==> config.mk <==
export PLATFORM = sky130hd
export DESIGN_NAME = modular_arithmetic_unit
export DESIGN_NICKNAME = d
export VERILOG_FILES = /design/src/mau_pkg.sv /design/src/mau_serial_unit.sv /design/src/modular_arithmetic_unit.sv
export SDC_FILE = /design/constraint.sdc
export NUM_CORES = 2
export LEC_CHECK = 0
export ABC_AREA = 1
export BUFFER_PORTS_ARGS = -buffer_cell sky130_fd_sc_hd__buf_2
export CAP_MARGIN = 0
export CELL_PAD_IN_SITES_DETAIL_PLACEMENT = 1
export CELL_PAD_IN_SITES_GLOBAL_PLACEMENT = 1
export CORE_ASPECT_RATIO = 1.4
export CORE_MARGIN = 1.5
export CORE_UTILIZATION = 48
export CTS_CLUSTER_DIAMETER = 30
export DETAILED_ROUTE_END_ITERATION = 10
export PLACE_DENSITY = 0.92
export SKIP_CTS_REPAIR_TIMING = 1
export SYNTH_ARGS = -nofsm -noshare
export SYNTH_HDL_FRONTEND = slang
export SYNTH_HIERARCHICAL = 1
export SYNTH_SLANG_ARGS = --single-unit
==> constraint.sdc <==
create_clock -name clk_i -period 11.9 [get_ports clk_i]
set_clock_uncertainty 0.1 [all_clocks]
set_input_delay 0.595 -clock clk_i [delete_from_list [all_inputs] [get_ports clk_i]]
set_output_delay 0.595 -clock clk_i [all_outputs]
set_load 0.02 [all_outputs]
==> src/mau_pkg.sv <==
`default_nettype none
package mau_pkg;
  localparam int unsigned ModW = 31;
  localparam logic [ModW-1:0] ModReset = 31'd1000000007;

  typedef enum logic [2:0] {
    CmdAdd = 3'd0,
    CmdSub = 3'd1,
    CmdMul = 3'd2,
    CmdDiv = 3'd3,
    CmdPow = 3'd4
  } cmd_e;

  typedef struct packed {
    logic [2:0]         command;
    logic signed [31:0] operand_a;
    logic signed [31:0] operand_b;
    logic [62:0]        exponent;
  } in_t;

  typedef struct packed {
    logic [ModW-1:0] result;
    logic            no_inverse;
  } out_t;

  // Request to the shared serial unit.
  typedef struct packed {
    logic            start;
    logic            is_div;
    logic [31:0]     num;
    logic [31:0]     den;
    logic [ModW-1:0] x;
    logic [ModW-1:0] y;
  } unit_req_t;

  typedef struct packed {
    logic        done;
    logic [31:0] quo;
    logic [31:0] rem;
  } unit_rsp_t;
endpackage
`default_nettype wire

==> src/mau_serial_unit.sv <==
`default_nettype none
// Shared bit-serial unit: modular multiply (x*y mod m, one bit of y per cycle)
// or unsigned restoring division (num / den, one quotient bit per cycle).
module mau_serial_unit import mau_pkg::*; (
  input  wire logic      clk_i,
  input  wire logic      rst_ni,
  input  wire logic [ModW-1:0] mod_i,
  input  wire unit_req_t req_i,
  output unit_rsp_t      rsp_o
);
  logic        busy_q, busy_d, div_q, div_d;
  logic [5:0]  cnt_q, cnt_d;
  logic [32:0] acc_q, acc_d;
  logic [31:0] sh_q, sh_d, den_q, den_d;
  logic [ModW-1:0] x_q, x_d;
  logic [32:0] dbl, sum, trial;

  always_comb begin
    busy_d = busy_q; div_d = div_q; cnt_d = cnt_q;
    acc_d = acc_q; sh_d = sh_q; den_d = den_q; x_d = x_q;
    // Multiply: acc = 2*acc (+x), reduced by at most two subtracts.
    dbl = {acc_q[31:0], 1'b0};
    if (dbl >= {2'b0, mod_i}) dbl = dbl - {2'b0, mod_i};
    sum = dbl + (sh_q[30] ? {2'b0, x_q} : 33'd0);
    if (sum >= {2'b0, mod_i}) sum = sum - {2'b0, mod_i};
    // Divide: shift in next numerator bit.
    trial = {acc_q[31:0], sh_q[31]};
    if (req_i.start && !busy_q) begin
      busy_d = 1'b1; div_d = req_i.is_div;
      acc_d = '0; x_d = req_i.x; den_d = req_i.den;
      sh_d = req_i.is_div ? req_i.num : {1'b0, req_i.y};
      cnt_d = req_i.is_div ? 6'd32 : 6'd31;
    end else if (busy_q) begin
      if (div_q) begin
        if (trial >= {1'b0, den_q}) begin
          acc_d = trial - {1'b0, den_q};
          sh_d = {sh_q[30:0], 1'b1};
        end else begin
          acc_d = trial;
          sh_d = {sh_q[30:0], 1'b0};
        end
      end else begin
        acc_d = sum;
        sh_d = {sh_q[30:0], 1'b0};
      end
      cnt_d = cnt_q - 6'd1;
      if (cnt_q == 6'd1) busy_d = 1'b0;
    end
  end

  // Completion pulse in the cycle after the last step.
  logic fin_q;
  always_ff @(posedge clk_i or negedge rst_ni) begin
    if (!rst_ni) begin
      busy_q <= 1'b0; cnt_q <= '0; div_q <= 1'b0; fin_q <= 1'b0;
    end else begin
      busy_q <= busy_d; cnt_q <= cnt_d; div_q <= div_d;
      fin_q <= busy_q && cnt_q == 6'd1;
    end
  end
  always_ff @(posedge clk_i) begin
    acc_q <= acc_d; sh_q <= sh_d; den_q <= den_d; x_q <= x_d;
  end
  assign rsp_o = '{done: fin_q, quo: sh_q, rem: acc_q[31:0]};
endmodule
`default_nettype wire

==> src/modular_arithmetic_unit.sv <==
`default_nettype none
// Modular arithmetic unit.
// Input channel in_valid_i/in_ready_o carries one command beat (add, subtract,
// multiply, divide, power) with two signed operands and an exponent. The
// output channel out_valid_o/out_ready_i returns one beat per command: the
// result in [0, modulus-1] and a no-inverse flag for divide.
// The modulus is written through cfg_valid_i/cfg_ready_o while idle; reset
// loads 1000000007. An input beat waits while a modulus write is offered.
// One item at a time: in_ready_o is low from acceptance until the result
// beat has been taken. Multiplies and divisions run in one shared bit-serial
// unit; add, subtract and the Euclid coefficient update are done locally.
// Operand reduction takes two divisions. Add and subtract need nothing more,
// multiply one multiply, divide one division and one multiply per Euclid
// step (up to ~45 steps) plus one multiply, power one squaring per exponent
// bit plus one multiply per set bit, up to 63 bits.
// A stalled receiver holds the result beat; no new item is taken meanwhile.
module modular_arithmetic_unit import mau_pkg::*; (
  input  wire logic clk_i,
  input  wire logic rst_ni,
  input  wire logic cfg_valid_i,
  output logic      cfg_ready_o,
  input  wire logic [ModW-1:0] cfg_data_i,
  input  wire logic in_valid_i,
  output logic      in_ready_o,
  input  wire in_t  in_data_i,
  output logic      out_valid_o,
  input  wire logic out_ready_i,
  output out_t      out_data_o
);
  typedef enum logic [3:0] {
    SIdle, SRedA, SRedB, SOp, SEuc, SEucT1, SEucT2, SPowM, SPowS, SDivM, SOut
  } state_e;

  state_e state_q;
  logic [ModW-1:0] mod_q;
  in_t  it_q;
  logic [ModW-1:0] a_q, b_q, acc_q, base_q;
  logic [62:0] e_q;
  logic [31:0] r0_q, r1_q, q_q;
  logic [ModW-1:0] t0_q, t1_q, tmp_q;
  logic wait_q;
  unit_req_t req;
  unit_rsp_t rsp;

  mau_serial_unit u_unit (
    .clk_i(clk_i), .rst_ni(rst_ni), .mod_i(mod_q), .req_i(req), .rsp_o(rsp)
  );

  assign cfg_ready_o = (state_q == SIdle);
  assign in_ready_o  = (state_q == SIdle) && !cfg_valid_i;

  // Signed operand magnitude and residue fix-up.
  logic [31:0] mag;
  logic neg;
  logic [31:0] rfix;
  always_comb begin
    logic signed [31:0] v;
    v = (state_q == SRedA) ? it_q.operand_a : it_q.operand_b;
    neg = v[31];
    mag = neg ? (32'd0 - v) : v;
    rfix = (neg && rsp.rem != 32'd0) ? ({1'b0, mod_q} - rsp.rem) : rsp.rem;
  end

  // Request to the shared unit; start is held while waiting for done.
  always_comb begin
    req = '0;
    req.start = wait_q && !rsp.done && (state_q != SEucT2);
    unique case (state_q)
      SRedA, SRedB: begin
        req.is_div = 1'b1; req.num = mag; req.den = {1'b0, mod_q};
      end
      SEuc: begin
        req.is_div = 1'b1; req.num = r0_q; req.den = r1_q;
      end
      SEucT1: begin req.x = q_q[ModW-1:0]; req.y = t1_q; end
      SOp, SDivM: begin req.x = a_q; req.y = (state_q == SDivM) ? t0_q : b_q; end
      SPowM: begin req.x = acc_q; req.y = base_q; end
      SPowS: begin req.x = base_q; req.y = base_q; end
      default: ;
    endcase
  end

  // Add and subtract of residues; operand b is the residue just produced.
  logic [31:0] s_add, s_sub;
  always_comb begin
    s_add = {1'b0, a_q} + {1'b0, rfix[ModW-1:0]};
    if (s_add >= {1'b0, mod_q}) s_add = s_add - {1'b0, mod_q};
    s_sub = {1'b0, a_q} - {1'b0, rfix[ModW-1:0]};
    if (a_q < rfix[ModW-1:0]) s_sub = s_sub + {1'b0, mod_q};
  end

  // Sequencer.
  always_ff @(posedge clk_i or negedge rst_ni) begin
    if (!rst_ni) begin
      state_q <= SIdle; mod_q <= ModReset; wait_q <= 1'b0; out_valid_o <= 1'b0;
    end else begin
      unique case (state_q)
        SIdle: begin
          if (cfg_valid_i) mod_q <= cfg_data_i;
          if (in_valid_i && in_ready_o) begin
            it_q <= in_data_i;
            if (mod_q <= 31'd1 || in_data_i.command > 3'(CmdPow)) begin
              out_data_o <= '0; out_valid_o <= 1'b1; state_q <= SOut;
            end else begin
              state_q <= SRedA; wait_q <= 1'b1;
            end
          end
        end
        SRedA: if (rsp.done) begin a_q <= rfix[ModW-1:0]; state_q <= SRedB; end
        SRedB: if (rsp.done) begin
          b_q <= rfix[ModW-1:0];
          unique case (it_q.command)
            3'(CmdAdd): begin
              out_data_o <= '{result: s_add[ModW-1:0], no_inverse: 1'b0};
              wait_q <= 1'b0; out_valid_o <= 1'b1; state_q <= SOut;
            end
            3'(CmdSub): begin
              out_data_o <= '{result: s_sub[ModW-1:0], no_inverse: 1'b0};
              wait_q <= 1'b0; out_valid_o <= 1'b1; state_q <= SOut;
            end
            3'(CmdMul): state_q <= SOp;
            3'(CmdDiv): begin
              r0_q <= {1'b0, mod_q}; r1_q <= rfix; t0_q <= '0; t1_q <= 31'd1;
              if (rfix == 32'd0) begin
                out_data_o <= '{result: '0, no_inverse: 1'b1};
                wait_q <= 1'b0; out_valid_o <= 1'b1; state_q <= SOut;
              end else state_q <= SEuc;
            end
            default: begin
              acc_q <= 31'd1; base_q <= a_q; e_q <= it_q.exponent;
              if (it_q.exponent == 63'd0) begin
                out_data_o <= '{result: 31'd1, no_inverse: 1'b0};
                wait_q <= 1'b0; out_valid_o <= 1'b1; state_q <= SOut;
              end else state_q <= it_q.exponent[0] ? SPowM : SPowS;
            end
          endcase
        end
        SOp: if (rsp.done) begin
          out_data_o <= '{result: rsp.rem[ModW-1:0], no_inverse: 1'b0};
          wait_q <= 1'b0; out_valid_o <= 1'b1; state_q <= SOut;
        end
        // Euclid step: q = r0/r1, then t update mod m via one multiply.
        SEuc: if (rsp.done) begin
          q_q <= rsp.quo; r0_q <= r1_q; r1_q <= rsp.rem; state_q <= SEucT1;
        end
        SEucT1: if (rsp.done) begin tmp_q <= rsp.rem[ModW-1:0]; state_q <= SEucT2; end
        SEucT2: begin
          t0_q <= t1_q;
          t1_q <= (t0_q >= tmp_q) ? (t0_q - tmp_q) : (t0_q + mod_q - tmp_q);
          if (r1_q == 32'd0) begin
            if (r0_q != 32'd1) begin
              out_data_o <= '{result: '0, no_inverse: 1'b1};
              wait_q <= 1'b0; out_valid_o <= 1'b1; state_q <= SOut;
            end else state_q <= SDivM;
          end else state_q <= SEuc;
        end
        SDivM: if (rsp.done) begin
          out_data_o <= '{result: rsp.rem[ModW-1:0], no_inverse: 1'b0};
          wait_q <= 1'b0; out_valid_o <= 1'b1; state_q <= SOut;
        end
        SPowM: if (rsp.done) begin acc_q <= rsp.rem[ModW-1:0]; state_q <= SPowS; end
        SPowS: if (rsp.done) begin
          base_q <= rsp.rem[ModW-1:0];
          e_q <= e_q >> 1;
          if (e_q[62:1] == 62'd0) begin
            out_data_o <= '{result: acc_q, no_inverse: 1'b0};
            wait_q <= 1'b0; out_valid_o <= 1'b1; state_q <= SOut;
          end else state_q <= e_q[1] ? SPowM : SPowS;
        end
        SOut: if (out_ready_i) begin out_valid_o <= 1'b0; state_q <= SIdle; end
        default: state_q <= SIdle;
      endcase
    end
  end
endmodule
`default_nettype wire

==> impl_summary.md, run 1 <==
Yosys
The fraction of synthesis flops using an asynchronous set or reset pin is 0.0649. The share of the synthesized netlist area taken by xor and xnor gates is 0.0416. The leading register cell type out of synthesis is edfxtp_1. The average cell area after synthesis is 7.54 µm². The net count after synthesis is 7821. The cell count after synthesis is 7265. The number of different library cells used by synthesis comes to 73. The cell area after synthesis is 0.0548 mm². The post-synthesis simple-gate area fraction is 0.251. The sequential area share after synthesis is 0.379. By area, the combinational part of the netlist is dominated by simple AND/OR/NAND/NOR gates. Of the total synthesized cell area, the portion taken by full adders, half adders and majority gates is 0.0946.

The share of synthesized area in the top cell type comes to 0.346. The number of enable-type register cells in the synthesized netlist is approximately 630. Ranked by total cell area, the synthesized netlist is headed by edfxtp_1 35%, nand2_1 13%, ha_1 8.0%. The top cell type by total area after synthesis is edfxtp_1.

The share of the synthesized area in compound gates (AO/OA/AOI/OAI) is 0.140. In the synthesized netlist, the cells that appear most often are 1901 x nand2_1, 1081 x inv_1, 631 x edfxtp_1, 585 x nor2_1, 457 x o21ai_0. In this run, synthesis produced a sequential element count of 709.

Among all cell types in the netlist, the one instantiated most often is nand2_1. The mux contribution to synthesized area is 0.000983. Yosys printed 6 warnings.

Floorplan
The floorplan has 146 rows. Measured along the y axis, the die boundary spans 403 µm. For this configuration, the core starts out at a cell density of 0.484. From left edge to right edge, the die measures 288 µm. 201 I/O pins were placed.

Clock network
The H-tree level count is 4. The largest buffer count on any clock path is 3. The number of clock sinks seen by CTS is between 700 and 800. The root buffer cell chosen for the clock tree is clkbuf_16. Buffers inserted during clock tree synthesis total ~140.

Global routing
The maximum number of pins on one net before global-route repair is 96. In the global route stage, overall resource usage came out at 0.665. The total grt overflow is 277.

Status
The run stopped with a tool error. It got as far as global routing (5_1_grt) and failed there. The tool reported: "[ERROR GRT-0232] Routing congestion too high. Check the congestion heatmap in the GUI".

Placed design
The final estimated routing congestion in global placement is 1.10. Detailed placement finished with a half-perimeter wire length of ~220000 µm. Buffers placed on the I/O ports in this run total 200. The worst setup slack before clock tree synthesis is roughly 2100 ps.
==> logic make-up after synthesis <==
family / count (synthesis)
flip-flops: 709
adder cells (fa/ha/maj): 390
XOR/XNOR: 260
multiplexers: 5
AND/OR/NAND/NOR: 3273
AO/OA/AOI/OAI: 1324
buffers and inverters: 1304
==> layer usage <==
layer,global-route usage,overflow
met5,0.157,0
met4,0.677,110
met2,0.869,161
met1,0.659,1
met3,0.462,5
==> per-stage QoR <==
stage	std cells	hold slack, ps	instance area [µm²]
after global placement	8834	343	57500
after floorplan	7265	199	54800
after CTS	9097	-399	62600
after detailed placement	8834	352	57500
==> inputs of run 2 (changes only) <==
CELL_PAD_IN_SITES_DETAIL_PLACEMENT = not set   (was 1)
CELL_PAD_IN_SITES_GLOBAL_PLACEMENT = not set   (was 1)
CORE_ASPECT_RATIO = not set   (was 1.4)
CORE_UTILIZATION = 40   (was 48)
CTS_CLUSTER_DIAMETER = not set   (was 30)
PLACE_DENSITY = not set   (was 0.92)
PLACE_DENSITY_LB_ADDON = 0.15   (was not set)
==> run 2 against run 1 <==
The flow now finishes, with violations (hold timing). Synthesized cell count unchanged. Area after synthesis is the same.
==> impl_summary.md, run 2 <==
Yosys
By instance count, the leading cell after synthesis is nand2_1. The sequential area share after synthesis is 0.379 (unchanged). The top cell type by total area after synthesis is edfxtp_1. The count of yosys warnings during synthesis is 6 (unchanged).

The cell count after synthesis is 7265 (unchanged). The net count after synthesis is 7821 (unchanged). By area the synthesized netlist is led by edfxtp_1 35%, nand2_1 13%, ha_1 8.0%. The flop and latch count out of synthesis is 709 (unchanged). The number of enable-type register cells in the synthesized netlist is 631 (unchanged). The average cell area after synthesis is 7.54 µm² (unchanged).

The cell area after synthesis is 0.0548 mm² (unchanged). Among all flip-flop cells after synthesis, the most frequent one is edfxtp_1. The fraction of synthesis flops using an asynchronous set or reset pin was 0.0649 (unchanged).

The count of cell types in the netlist is 73 (unchanged). The top-area cell type share of the netlist area came to 0.346 (unchanged). Ranked by instance count, the synthesized netlist is headed by 1901 x nand2_1, 1081 x inv_1, 631 x edfxtp_1, 585 x nor2_1, 457 x o21ai_0.

STA
The post-route clock period utilization is 0.803. The maximum clock frequency is 0.105 GHz. The summed negative setup slack over all endpoints is 0 ps. The worst hold slack across all endpoints is -2.20 ps. The slew at the pin closest to its max-slew limit is 1330 ps. Setup violations remaining at the end of the flow were counted as 0.

The time the worst path needs with I/O delays and setup is 9560 ps. Setup repair after global routing left no endpoint under its margin. The final-report hold violation count is 2. The final number of max-transition violations is 0. In this run the tightest slew margin relative to its limit is 0.116.

Global routing
The number of antenna violations at the first check in global routing came to 9. The layer flagged by global routing as most heavily used is met2. In the global route stage, met2 resource usage came out at 0.575.

The via count of the first global-routing pass was 52200. For this run, global-route usage on met3 was measured as 0.0788. Entering global routing, the biggest net connects 91 pins. The total grt overflow is 0.

The overall global routing resource usage is 0.379. The first global-routing pass estimated 379000 µm of wire. For met1 alone, demand over resource in global routing was 0.485.

Critical path
The startpoint of the worst register-to-register path is u_unit/acc_q[1]. The data arrival time at the worst-slack endpoint is 10030 ps. The data required time at the worst endpoint is between 10000 and 15000 ps. The critical path startpoint category is a flop. The standard cell with the maximum stage delay on the critical path is dfxtp_1. The maximum fanout encountered on the critical timing path is 32. The kind of end point of the critical path is a flop. The critical path starts at u_unit/acc_q[1]. The most repeated library cell on the critical path is nand2_1.

The largest single stage delay on the critical path is 910 ps. The start-to-end type of the worst setup path is flop to flop.

Routing
The final routed DRC violation total is 0. After detailed routing, the total wire length is 272000 µm. The average wire length per cell after detail routing is 28.9 µm. The first detailed-routing pass ran for 7 iterations.

In this run the remaining antenna-violating nets after routing total 0. For this block, the initial DRC count from the detailed router was 6911. The via density per instance is 5.79. The total number of vias is roughly 55000.

Layout
After the flow finishes, the layout carries non-filler instances totaling about 9400. The share of post-route cells with drive strength above 1 is 0.0748. The register with the highest flop count is it_q. Leaving out fill and tap cells, the most frequent cell in the layout is nand2_1. The final net count is 8144.

The largest registers in the layout are it_q (130), e_q (62). Relative to the synthesized area, the layout overhead comes to 13.4%. The register with the most flip-flops in the layout has 130 of them.

The library cells used most frequently in the layout, excluding fill and tap cells, are 1900 x nand2_1, 1081 x inv_1, 631 x edfxtp_1.

Placed design
The placed cell count is 9156 (+3.6%). The final estimated routing congestion in global placement is 1.06 (-4.5%). The count of input and output buffers came to 200 (unchanged).

The placed wire-length estimate is 218000 µm (-2.9%).

Floorplan
The overall die height is 373 µm (-7.4%). The count of standard-cell rows is 135 (-7.5%). The overall die area is between 0.1 and 0.15 mm². The boundary pin count is 201 (unchanged). The area of the core region is 0.136 mm². The initial cell density of the core is 0.404 (-0.0805). The horizontal die dimension is 373 µm (+29%).

Clock network
Clock-pin slew was measured on the worst setup and hold paths at about 60 ps. The clock tree from TritonCTS is yes. The number of clock sinks seen by CTS came to 709 (unchanged). For the worst-skew pair, the clock arrives at the later sink with an insertion delay of 720 ps.

The H-tree level count was 3 (-1). CTS placed an instance of clkbuf_16 at the clock tree root. The total CTS buffers came to 85 (-41%). The largest buffer count on any clock path came to 3 (unchanged).

Worst hold path
The class of the tightest hold or removal check is input pin to flop. The source of the worst hold timing path is in_data_i[128].

Run
The tool flagged a number of max-cap violations equal to 0.

Status
The run finished, with violations left. The final reports fail on hold timing.
run 2: area by class of cell:
class	instances	area (µm²)
multi-input cells	5252	29100
clock inverters	43	470
inverters	1098	4130
diodes	4	10.0
repair buffers	442	3130
clock buffers	114	2280
fillers	13800	73500
flip-flops and latches	709	20800
well taps	1781	2230
run 2: worst paths after layout:
path | to | cells after the start | slack, ps
max in group asynchronous | mod_q[9] | 4 | 9990
worst max-delay path | out_data_o[31] | 35 | 2340
worst max register to register | out_data_o[31] | 35 | 2340
min in group asynchronous | state_q[3] | 2 | 460
worst min-delay path | it_q[128] | 1 | -2
worst min register to register | q_q[5] | 0 | 350
run 2: routing by layer:
| layer | share of wire | routed length (µm) | vias up |
|---|---|---|---|
| li1 | - | - | 24900 |
| met1 | 0.40 | 108000 | 26100 |
| met2 | 0.43 | 117000 | 3008 |
| met3 | 0.096 | 26200 | 674 |
| met4 | 0.079 | 21600 | 4 |
| met5 | 0.000092 | 25 | - |
run 2: cell families after synthesis:
family	Yosys count	share of synthesized area
AO/OA/AOI/OAI	1324	0.140
XOR/XNOR	260	0.0416
adder cells (fa/ha/maj)	390	0.0946
buffers and inverters	1304	0.0923
flip-flops	709	0.379
multiplexers	5	0.000983
AND/OR/NAND/NOR	3273	0.251
run 2: worst max-delay path: cells and delay by family (launching register included):
family                   cells  cell delay, ps
AND/OR/NAND/NOR             20            2740
AO/OA/AOI/OAI                7            2400
buffers and inverters        5            1610
adder cells (fa/ha/maj)      3            1600
flip-flops                   1             910
run 2: through the flow:
stage               utilization  hold WS, ps  setup slack, ps  area, µm²
floorplan                     -          199             3100      54800
global placement          0.428          343             2600      58100
detailed placement        0.428          340             2690      58100
CTS                       0.448         -123             2670      60800
global route              0.458         2.34             2040      62100
finish                    0.458        -2.20             2340      62100
Power of run 2 is left out: the tool's default activity adds up to more than one toggle a clock period on the data nets, which glitch-free logic cannot reach.
